File: config.mk
export PLATFORM = sky130hd
export DESIGN_NAME = byte_stuffing_codec_unit
export DESIGN_NICKNAME = d
export VERILOG_FILES = /design/src/hw/rtl/bsc_pkg.sv /design/src/hw/rtl/byte_stuffing_codec_unit.sv /design/src/hw/rtl/bsc_front.sv /design/src/hw/rtl/bsc_queue.sv /design/src/hw/rtl/bsc_back.sv
export SDC_FILE = /design/constraint.sdc
export NUM_CORES = 1
export LEC_CHECK = 0
export BUFFER_PORTS_ARGS = -buffer_cell sky130_fd_sc_hd__clkbuf_2
export CAP_MARGIN = 20
export CORE_ASPECT_RATIO = 0.5
export CORE_MARGIN = 1.5
export CORE_UTILIZATION = 65
export CTS_CLUSTER_DIAMETER = 40
export DETAILED_ROUTE_END_ITERATION = 10
export GPL_ROUTABILITY_DRIVEN = 0
export PLACE_DENSITY_LB_ADDON = 0.25
export SYNTH_ARGS = -nofsm -noshare
export SYNTH_HDL_FRONTEND = slang
export SYNTH_HIERARCHICAL = 1
export SYNTH_SLANG_ARGS = --single-unit
File: constraint.sdc
create_clock -name clk -period 7.3 [get_ports clk]
set_input_delay 0 -clock clk [delete_from_list [all_inputs] [get_ports clk]]
set_output_delay 0 -clock clk [all_outputs]
set_load 0.01 [all_outputs]
File: src/hw/rtl/bsc_pkg.sv
// Shared types and constants of the byte-stuffing codec.
package bsc_pkg;

  localparam logic [7:0] ESC_BYTE = 8'h09;
  localparam logic [7:0] PAD_CODE = 8'h10;
  localparam logic [7:0] SOC_CODE = 8'h11;
  localparam logic [7:0] EOC_CODE = 8'h12;

  // configuration register indexes
  localparam logic [1:0] CFG_DIRECTION  = 2'd0;
  localparam logic [1:0] CFG_START_CODE = 2'd1;
  localparam logic [1:0] CFG_END_CODE   = 2'd2;

  localparam logic DIR_ENCODE = 1'b0;
  localparam logic DIR_DECODE = 1'b1;
  localparam logic OP_DATA    = 1'b0;
  localparam logic OP_PAD     = 1'b1;

  localparam int QDEPTH = 4;
  localparam int QAW    = $clog2(QDEPTH);
  localparam int QCW    = $clog2(QDEPTH + 1);

  // one classified item: one result, or escape byte followed by byte1
  typedef struct packed {
    logic       pair;
    logic [7:0] byte0;
    logic [7:0] byte1;
    logic       eop;
    logic       err;
  } bsc_entry_t;

  typedef struct packed {
    logic full;
    logic empty;
  } bsc_qstat_t;

endpackage

File: src/hw/rtl/byte_stuffing_codec_unit.sv
// Top level of the byte-stuffing codec: front end, item queue and back end.
// Takes one input beat per cycle while the queue has room. A single-byte result passes through
// the queue and then the output register before it is presented. An escaped byte or pad
// marker needs two output bytes (0x09 then the code), so the single output register sets the
// output rate, and the four-entry queue absorbs bursts of expansions before in_tready drops.
// Decoder items that give no result (escape byte, pad code, dropped bytes) never enter the
// queue. Configuration writes take effect on the next accepted beat and must only be issued
// while the unit is idle.
module byte_stuffing_codec_unit (
  input  logic       clk,
  input  logic       rst_n,
  input  logic       cfg_we,
  input  logic [1:0] cfg_index,
  input  logic [7:0] cfg_wdata,
  input  logic       in_tvalid,
  output logic       in_tready,
  input  logic [7:0] in_tdata,   // [7:0] data_byte
  input  logic       in_tuser,   // [0] operation
  input  logic       in_tlast,   // end_of_packet
  output logic       out_tvalid,
  input  logic       out_tready,
  output logic [7:0] out_tdata,  // [7:0] out_byte
  output logic [1:0] out_tuser,  // [0] packet_end, [1] decode_error
  output logic       out_tlast   // last_of_run
);
  import bsc_pkg::*;

  bsc_entry_t q_entry, q_head;
  bsc_qstat_t q_stat;
  logic       q_push, q_pop;

  bsc_front u_front (
    .clk       (clk),
    .rst_n     (rst_n),
    .cfg_we    (cfg_we),
    .cfg_index (cfg_index),
    .cfg_wdata (cfg_wdata),
    .in_tvalid (in_tvalid),
    .in_tready (in_tready),
    .in_tdata  (in_tdata),
    .in_tuser  (in_tuser),
    .in_tlast  (in_tlast),
    .q_stat    (q_stat),
    .q_push    (q_push),
    .q_entry   (q_entry)
  );

  bsc_queue u_queue (
    .clk        (clk),
    .rst_n      (rst_n),
    .push       (q_push),
    .push_entry (q_entry),
    .pop        (q_pop),
    .head       (q_head),
    .stat       (q_stat)
  );

  bsc_back u_back (
    .clk        (clk),
    .rst_n      (rst_n),
    .head       (q_head),
    .q_stat     (q_stat),
    .q_pop      (q_pop),
    .out_tvalid (out_tvalid),
    .out_tready (out_tready),
    .out_tdata  (out_tdata),
    .out_tuser  (out_tuser),
    .out_tlast  (out_tlast)
  );

  // error beat is a lone, final, zero byte
  a_err_beat: assert property (@(posedge clk) disable iff (!rst_n)
    out_tvalid && out_tuser[1] |-> out_tlast && out_tdata == 8'h00)
    else $error("error beat malformed");

  // packet end only on the final beat of an item
  a_pend_last: assert property (@(posedge clk) disable iff (!rst_n)
    out_tvalid && out_tuser[0] |-> out_tlast)
    else $error("packet_end on non-final beat");

  // first beat of a pair is always the escape byte
  a_pair_esc: assert property (@(posedge clk) disable iff (!rst_n)
    out_tvalid && !out_tlast |-> out_tdata == ESC_BYTE)
    else $error("first beat of pair is not escape");

  // second beat of a pair follows straight away
  a_pair_next: assert property (@(posedge clk) disable iff (!rst_n)
    out_tvalid && out_tready && !out_tlast |=> out_tvalid && out_tlast)
    else $error("second beat of pair missing");

  // queue never pushed while full
  a_no_overrun: assert property (@(posedge clk) disable iff (!rst_n)
    q_push |-> !q_stat.full)
    else $error("queue overrun");

endmodule

File: src/hw/rtl/bsc_front.sv
// Front end: configuration registers, input beat acceptance, encode/decode classification.
module bsc_front (
  input  logic                clk,
  input  logic                rst_n,
  input  logic                cfg_we,
  input  logic [1:0]          cfg_index,
  input  logic [7:0]          cfg_wdata,
  input  logic                in_tvalid,
  output logic                in_tready,
  input  logic [7:0]          in_tdata,
  input  logic                in_tuser,
  input  logic                in_tlast,
  input  bsc_pkg::bsc_qstat_t q_stat,
  output logic                q_push,
  output bsc_pkg::bsc_entry_t q_entry
);
  import bsc_pkg::*;

  logic       dir_r;
  logic [7:0] start_r;
  logic [7:0] end_r;
  logic       esc_r, esc_nxt;
  logic       drop_r, drop_nxt;
  logic       emit;
  logic       acc;
  bsc_entry_t ent;

  assign in_tready = !q_stat.full;
  assign acc       = in_tvalid && in_tready;
  assign q_push    = acc && emit;
  assign q_entry   = ent;

  always_comb begin
    ent       = '0;
    ent.eop   = in_tlast;
    emit      = 1'b0;
    esc_nxt   = esc_r;
    drop_nxt  = drop_r;
    if (dir_r == DIR_ENCODE) begin
      emit      = 1'b1;
      ent.pair  = 1'b1;
      ent.byte0 = ESC_BYTE;
      if (in_tuser == OP_PAD) begin
        ent.byte1 = PAD_CODE;
      end else if (in_tdata == ESC_BYTE) begin
        ent.byte1 = ESC_BYTE;
      end else if (in_tdata == start_r) begin
        ent.byte1 = SOC_CODE;
      end else if (in_tdata == end_r) begin
        ent.byte1 = EOC_CODE;
      end else begin
        ent.pair  = 1'b0;
        ent.byte0 = in_tdata;
      end
    end else begin
      if (drop_r) begin
        emit = 1'b0;
      end else if (esc_r) begin
        esc_nxt = 1'b0;
        emit    = 1'b1;
        case (in_tdata)
          ESC_BYTE: ent.byte0 = ESC_BYTE;
          PAD_CODE: emit = 1'b0;
          SOC_CODE: ent.byte0 = start_r;
          EOC_CODE: ent.byte0 = end_r;
          default: begin
            ent.byte0 = 8'h00;
            ent.err   = 1'b1;
            drop_nxt  = 1'b1;
          end
        endcase
      end else if (in_tdata == ESC_BYTE) begin
        esc_nxt = 1'b1;
      end else begin
        emit      = 1'b1;
        ent.byte0 = in_tdata;
      end
      // packet end clears decoder state, a dangling escape is lost
      if (in_tlast) begin
        esc_nxt  = 1'b0;
        drop_nxt = 1'b0;
      end
    end
  end

  always_ff @(posedge clk) begin
    if (!rst_n) begin
      dir_r   <= DIR_ENCODE;
      start_r <= 8'h02;
      end_r   <= 8'h03;
    end else if (cfg_we) begin
      unique case (cfg_index)
        CFG_DIRECTION:  dir_r   <= cfg_wdata[0];
        CFG_START_CODE: start_r <= cfg_wdata;
        CFG_END_CODE:   end_r   <= cfg_wdata;
        default: ;
      endcase
    end
  end

  always_ff @(posedge clk) begin
    if (!rst_n) begin
      esc_r  <= 1'b0;
      drop_r <= 1'b0;
    end else if (acc) begin
      esc_r  <= esc_nxt;
      drop_r <= drop_nxt;
    end
  end

endmodule

File: src/hw/rtl/bsc_queue.sv
// Short queue of classified items between front and back end.
module bsc_queue (
  input  logic                clk,
  input  logic                rst_n,
  input  logic                push,
  input  bsc_pkg::bsc_entry_t push_entry,
  input  logic                pop,
  output bsc_pkg::bsc_entry_t head,
  output bsc_pkg::bsc_qstat_t stat
);
  import bsc_pkg::*;

  bsc_entry_t           slot_r [QDEPTH];
  logic [QAW-1:0]       wp_r, rp_r;
  logic [QCW-1:0]       cnt_r, cnt_nxt;
  logic                 do_push, do_pop;

  assign stat.full  = (cnt_r == QCW'(QDEPTH));
  assign stat.empty = (cnt_r == '0);
  assign do_push    = push && !stat.full;
  assign do_pop     = pop && !stat.empty;
  assign head       = slot_r[rp_r];

  always_comb begin
    cnt_nxt = cnt_r;
    if (do_push && !do_pop) cnt_nxt = cnt_r + 1'b1;
    else if (do_pop && !do_push) cnt_nxt = cnt_r - 1'b1;
  end

  always_ff @(posedge clk) begin
    if (do_push) slot_r[wp_r] <= push_entry;
  end

  always_ff @(posedge clk) begin
    if (!rst_n) begin
      wp_r  <= '0;
      rp_r  <= '0;
      cnt_r <= '0;
    end else begin
      if (do_push) wp_r <= wp_r + 1'b1;
      if (do_pop)  rp_r <= rp_r + 1'b1;
      cnt_r <= cnt_nxt;
    end
  end

endmodule

File: src/hw/rtl/bsc_back.sv
// Back end: expands queued items into output beats through an output register.
module bsc_back (
  input  logic                clk,
  input  logic                rst_n,
  input  bsc_pkg::bsc_entry_t head,
  input  bsc_pkg::bsc_qstat_t q_stat,
  output logic                q_pop,
  output logic                out_tvalid,
  input  logic                out_tready,
  output logic [7:0]          out_tdata,
  output logic [1:0]          out_tuser,
  output logic                out_tlast
);
  import bsc_pkg::*;

  logic       vld_r;
  logic [7:0] byte_r;
  logic       last_r;
  logic       pend_r;
  logic       err_r;
  logic       phase_r;   // second beat of an escape pair is due
  logic       load;

  assign load       = !q_stat.empty && (!vld_r || out_tready);
  assign q_pop      = load && (!head.pair || phase_r);
  assign out_tvalid = vld_r;
  assign out_tdata  = byte_r;
  assign out_tlast  = last_r;
  assign out_tuser  = {err_r, pend_r};

  always_ff @(posedge clk) begin
    if (!rst_n) begin
      vld_r   <= 1'b0;
      phase_r <= 1'b0;
    end else begin
      if (load) begin
        vld_r   <= 1'b1;
        phase_r <= head.pair && !phase_r;
      end else if (out_tready) begin
        vld_r <= 1'b0;
      end
    end
  end

  always_ff @(posedge clk) begin
    if (load) begin
      if (head.pair && !phase_r) begin
        byte_r <= head.byte0;
        last_r <= 1'b0;
        pend_r <= 1'b0;
        err_r  <= 1'b0;
      end else begin
        byte_r <= head.pair ? head.byte1 : head.byte0;
        last_r <= 1'b1;
        pend_r <= head.eop;
        err_r  <= head.err;
      end
    end
  end

endmodule

==> results.py <==
metrics = {
    "floorplanning": {
        "core_area_um2": 7540,
        "io_pins": 38,
        "initial_core_util_pct": 69.2,
        "placement_rows": 22,
        "die_h_um": 66.4,
        "die-area_um2": 8610,
        "dieWidth_um": 130,
    },
    "place": {
        "detailed_place_hpwl_mm": 6.44,
        "io_buffer_count": 37,
    },
    "cts": {
        "postCtsSetupRepairBufs": 0,
        "tritoncts_num_sinks": 117,
        "worst_skew_pair.late_latency_ps": 400,
        "clk_transition_reported_paths_ps": 50,
        "ctsHtreeMaxLevel": 4,
        "worst_case_clock_buffer_depth": 2,
        "numCtsBuffers": 17,
        "cts_tree": "yes",
        "clock_root_buffer_master": "sky130_fd_sc_hd__clkbuf_16",
    },
    "cells_and_area": {
        "synthToLayoutAreaGrowth_pct": 16.8,
        "most_frequent_cells_in_the_layout": "sky130_fd_sc_hd__edfxtp_1, sky130_fd_sc_hd__clkbuf_2, sky130_fd_sc_hd__dfxtp_1, sky130_fd_sc_hd__mux2i_1, sky130_fd_sc_hd__mux4_2",
        "design.final.nets": 428,
        "insertedDiodeCount": 0,
        "n_fill_cell": 400,
        "layout-drive-gt1-share_pct": 25.9,
        "layout_commonest_cell": "sky130_fd_sc_hd__edfxtp_1",
    },
    "setup_path": {
        "worst-endpoint-arrival_ps": 3490,
        "ff2ff_setup_slack_ps": 4130,
        "critical_path.endpoint_type": "register",
        "worst_setup_path_endpoint": "u_queue/cnt_r[2]",
        "r2r_end": "u_queue/cnt_r[2]",
        "critPathLaunchType": "register",
        "worst-endpoint-required_ps": 7620,
        "path_max_fanout": 19,
        "timing.setup.critical_path_class": "register to register",
        "worst-r2r-cell-count": 10,
    },
    "grt": {
        "antenna_found_initial": 0,
        "overflow": 0,
        "top_usage_layer": "met2",
        "first_global_vias": 3071,
        "grt.met3_usage_pct": 6.15,
        "grt_first_pass_wirelength_mm": 16.5,
        "global_route.usage.total_pct": 27.2,
        "grtUsageMet2_pct": 43.4,
        "grt_max_degree": 33,
        "gr-usage-met1_pct": 37.4,
    },
    "drt": {
        "drt-initial-drc-count": 385,
        "detail_route.wl_per_cell_um": 20.0,
        "detail_route.vias_per_cell": 6.15,
        "dr_total_vias": 3180,
        "wl_mm": 10.3,
        "route.detailed.drc": 0,
        "postRouteAntennaNets": 0,
        "detailedRoute.firstPassIterationCount": 6,
    },
    "worst_hold_path": {
        "timing.hold.worst.class": "primary input to register",
        "hold_path_depth": 2,
        "hold_path.startpoint": "in_tuser",
    },
    "job": {
        "maxCapViolCount": 0,
    },
    "synthesis": {
        "ys_seq_area_share_pct": 61.6,
        "post_synth_fa_ha_maj_area_fraction_pct": 1.58,
        "synth_largest_type_area_fraction_pct": 50.0,
        "synth_enable_flop_cells": 87,
        "post_synth_instance_area_um2": 5220,
        "postSynth.topFlopCell": "sky130_fd_sc_hd__edfxtp_1",
        "yosysUniqueCellTypes": 55,
        "synth_top_cells_by_area": "sky130_fd_sc_hd__edfxtp_1, sky130_fd_sc_hd__dfxtp_1, sky130_fd_sc_hd__mux4_2",
        "synth_mux_area_share_pct": 13.8,
        "ys.warnings.count": 6,
        "postSynthAreaPerCell_um2": 15.1,
        "synth_seq_cells": 117,
        "yosys.area_share.simple_pct": 10.2,
        "synth_compound_gate_area_share_pct": 5.85,
        "asyncSetResetFlopFracSynth_pct": 0,
        "synthesis.instances": 345,
        "yosys.area.top_type": "sky130_fd_sc_hd__edfxtp_1",
        "combinational_family_with_the_most_area_after_synthesis": "multiplexers",
        "xor_and_xnor_fraction_of_the_mapped_netlist_area_pct": 3.36,
    },
    "status": {
        "outcome": "finished clean",
    },
    "sta": {
        "final_min_period_over_clock_period_pct": 43.4,
        "fin_setup_tns_ps": 0,
        "fmax_mhz": 315,
        "rsz_0062_raised_after_global_routing": "no",
        "whs_ps": 50.9,
        "finalHoldViolCount": 0,
        "period_needed_ps": 3170,
        "tightest_slew_ps": 1040,
        "maxSlewViolCount": 0,
        "max-slew-margin-rel_pct": 30.4,
        "setup_viol": 0,
        "clock-skew-final_ps": 7.15,
    },
    "power": {
        "peakVddDrop_mv": 0.269,
        "power_per_cell_area_nw_per_um2": 359,
        "cellLeakagePower_nw": 2.29,
    },
}
## worst min path at each step
stage | to
after floorplan | u_back/out_tvalid
after global placement | u_front/end_r[1]
after detailed placement | u_front/end_r[1]
after CTS | u_queue/slot_r[3][5]
after global routing | u_queue/slot_r[3][5]
final | u_queue/slot_r[3][5]
## worst max-delay path: stages (launching register included)
cell and delay, ps:
sky130_fd_sc_hd__dfxtp_1 930, sky130_fd_sc_hd__mux4_2 420, sky130_fd_sc_hd__nand2b_4 70, sky130_fd_sc_hd__and2_1 200
sky130_fd_sc_hd__o31ai_2 110, sky130_fd_sc_hd__ha_1 260, sky130_fd_sc_hd__inv_1 60, sky130_fd_sc_hd__fa_1 370
sky130_fd_sc_hd__xor2_1 180, sky130_fd_sc_hd__or3_1 320, sky130_fd_sc_hd__a21boi_0 170
## synthesized netlist by cell type, types with 2 or more instances
cell,instances
sky130_fd_sc_hd__edfxtp_1,87
sky130_fd_sc_hd__dfxtp_1,30
sky130_fd_sc_hd__mux2i_1,20
sky130_fd_sc_hd__mux4_2,18
sky130_fd_sc_hd__nor2b_1,17
sky130_fd_sc_hd__xor2_1,17
sky130_fd_sc_hd__a21oi_1,12
sky130_fd_sc_hd__and2_1,12
sky130_fd_sc_hd__nand2_1,12
sky130_fd_sc_hd__inv_1,9
sky130_fd_sc_hd__buf_4,8
sky130_fd_sc_hd__nor2_1,8
sky130_fd_sc_hd__mux2_2,7
sky130_fd_sc_hd__nor3_1,6
sky130_fd_sc_hd__nor4_1,6
sky130_fd_sc_hd__a221o_1,5
sky130_fd_sc_hd__a31oi_1,5
sky130_fd_sc_hd__clkbuf_1,5
sky130_fd_sc_hd__ha_1,5
sky130_fd_sc_hd__buf_2,4
sky130_fd_sc_hd__or2b_1,4
sky130_fd_sc_hd__buf_6,3
sky130_fd_sc_hd__xnor2_1,3
sky130_fd_sc_hd__a21boi_0,2
sky130_fd_sc_hd__a221oi_1,2
sky130_fd_sc_hd__nand2b_1,2
sky130_fd_sc_hd__nand3_1,2
sky130_fd_sc_hd__nand3b_1,2
sky130_fd_sc_hd__nor3b_1,2
sky130_fd_sc_hd__nor4_2,2
sky130_fd_sc_hd__nor4b_1,2
sky130_fd_sc_hd__o311ai_2,2
sky130_fd_sc_hd__or4_1,2
## report_power, final
group	total, W	switching (W)	internal [W]
Clock	0.000766	0.000270	0.000497
Combinational	0.000497	0.000269	0.000228
Sequential	0.000926	0.0000601	0.000866
## final cells by class
class | count | area, um^2 | area share (%)
multi-input combinational | 201 | 1830 | 30.0
timing repair buffer | 51 | 324 | 5.31
tap | 108 | 135 | 2.22
clock inverter | 10 | 80.1 | 1.31
sequential | 117 | 3210 | 52.7
clock buffer | 21 | 480 | 7.88
inverter | 9 | 33.8 | 0.554
## metrics by stage
| stage | util (%) | instances | total power (W) | worst slack, ps | cell area (um^2) |
|---|---|---|---|---|---|
| 2_1_floorplan | - | 348 | 0.00129 | 4480 | 5230 |
| 3_3_place_gp | 71.7 | 473 | 0.00138 | 4310 | 5410 |
| 3_5_place_dp | 71.7 | 473 | 0.00140 | 4210 | 5410 |
| 4_1_cts | 80.7 | 516 | 0.00218 | 4170 | 6090 |
| 5_1_grt | 80.9 | 517 | 0.00228 | 3980 | 6100 |
| 6_report | 80.9 | 517 | 0.00219 | 4130 | 6100 |
## kinds of logic (layout without fill, tap and decap cells)
family	Yosys count	after routing
AO/OA/AOI/OAI	39	39
XOR/XNOR	20	20
adder cells (fa/ha/maj)	6	6
buffers and inverters	30	91
flip-flops	117	117
multiplexers	47	47
other	1	4
AND/OR/NAND/NOR	85	85
## sequential cells by signal, summed over array words and instances, names as in the netlist, named ones only
register / flops
u_queue/slot_r: 76
u_front/esc_r: 1
u_queue/wp_r: 2
u_back/err_r: 1
u_front/start_r: 8
u_back/out_tvalid: 1
u_back/pend_r: 1
u_front/dir_r: 1
u_back/phase_r: 1
u_queue/rp_r: 2
u_queue/cnt_r: 3
u_back/out_tlast: 1
u_front/end_r: 8
u_front/drop_r: 1
u_back/out_tdata: 8
## per-layer routing
layer  vias up  wire (um)  share of wire, %
li1       1425          -                 -
met1      1557       4530                44
met2       188       4880                47
met3        10        846               8.2
met4         0         91              0.88
met5         -          0                 0
## what timing repair did
action                    4_1_cts  5_1_grt
hold buffers                   12        0
hold endpoints to repair       22        0
resized for setup               0        0
Power figures use the tool's default switching activity.
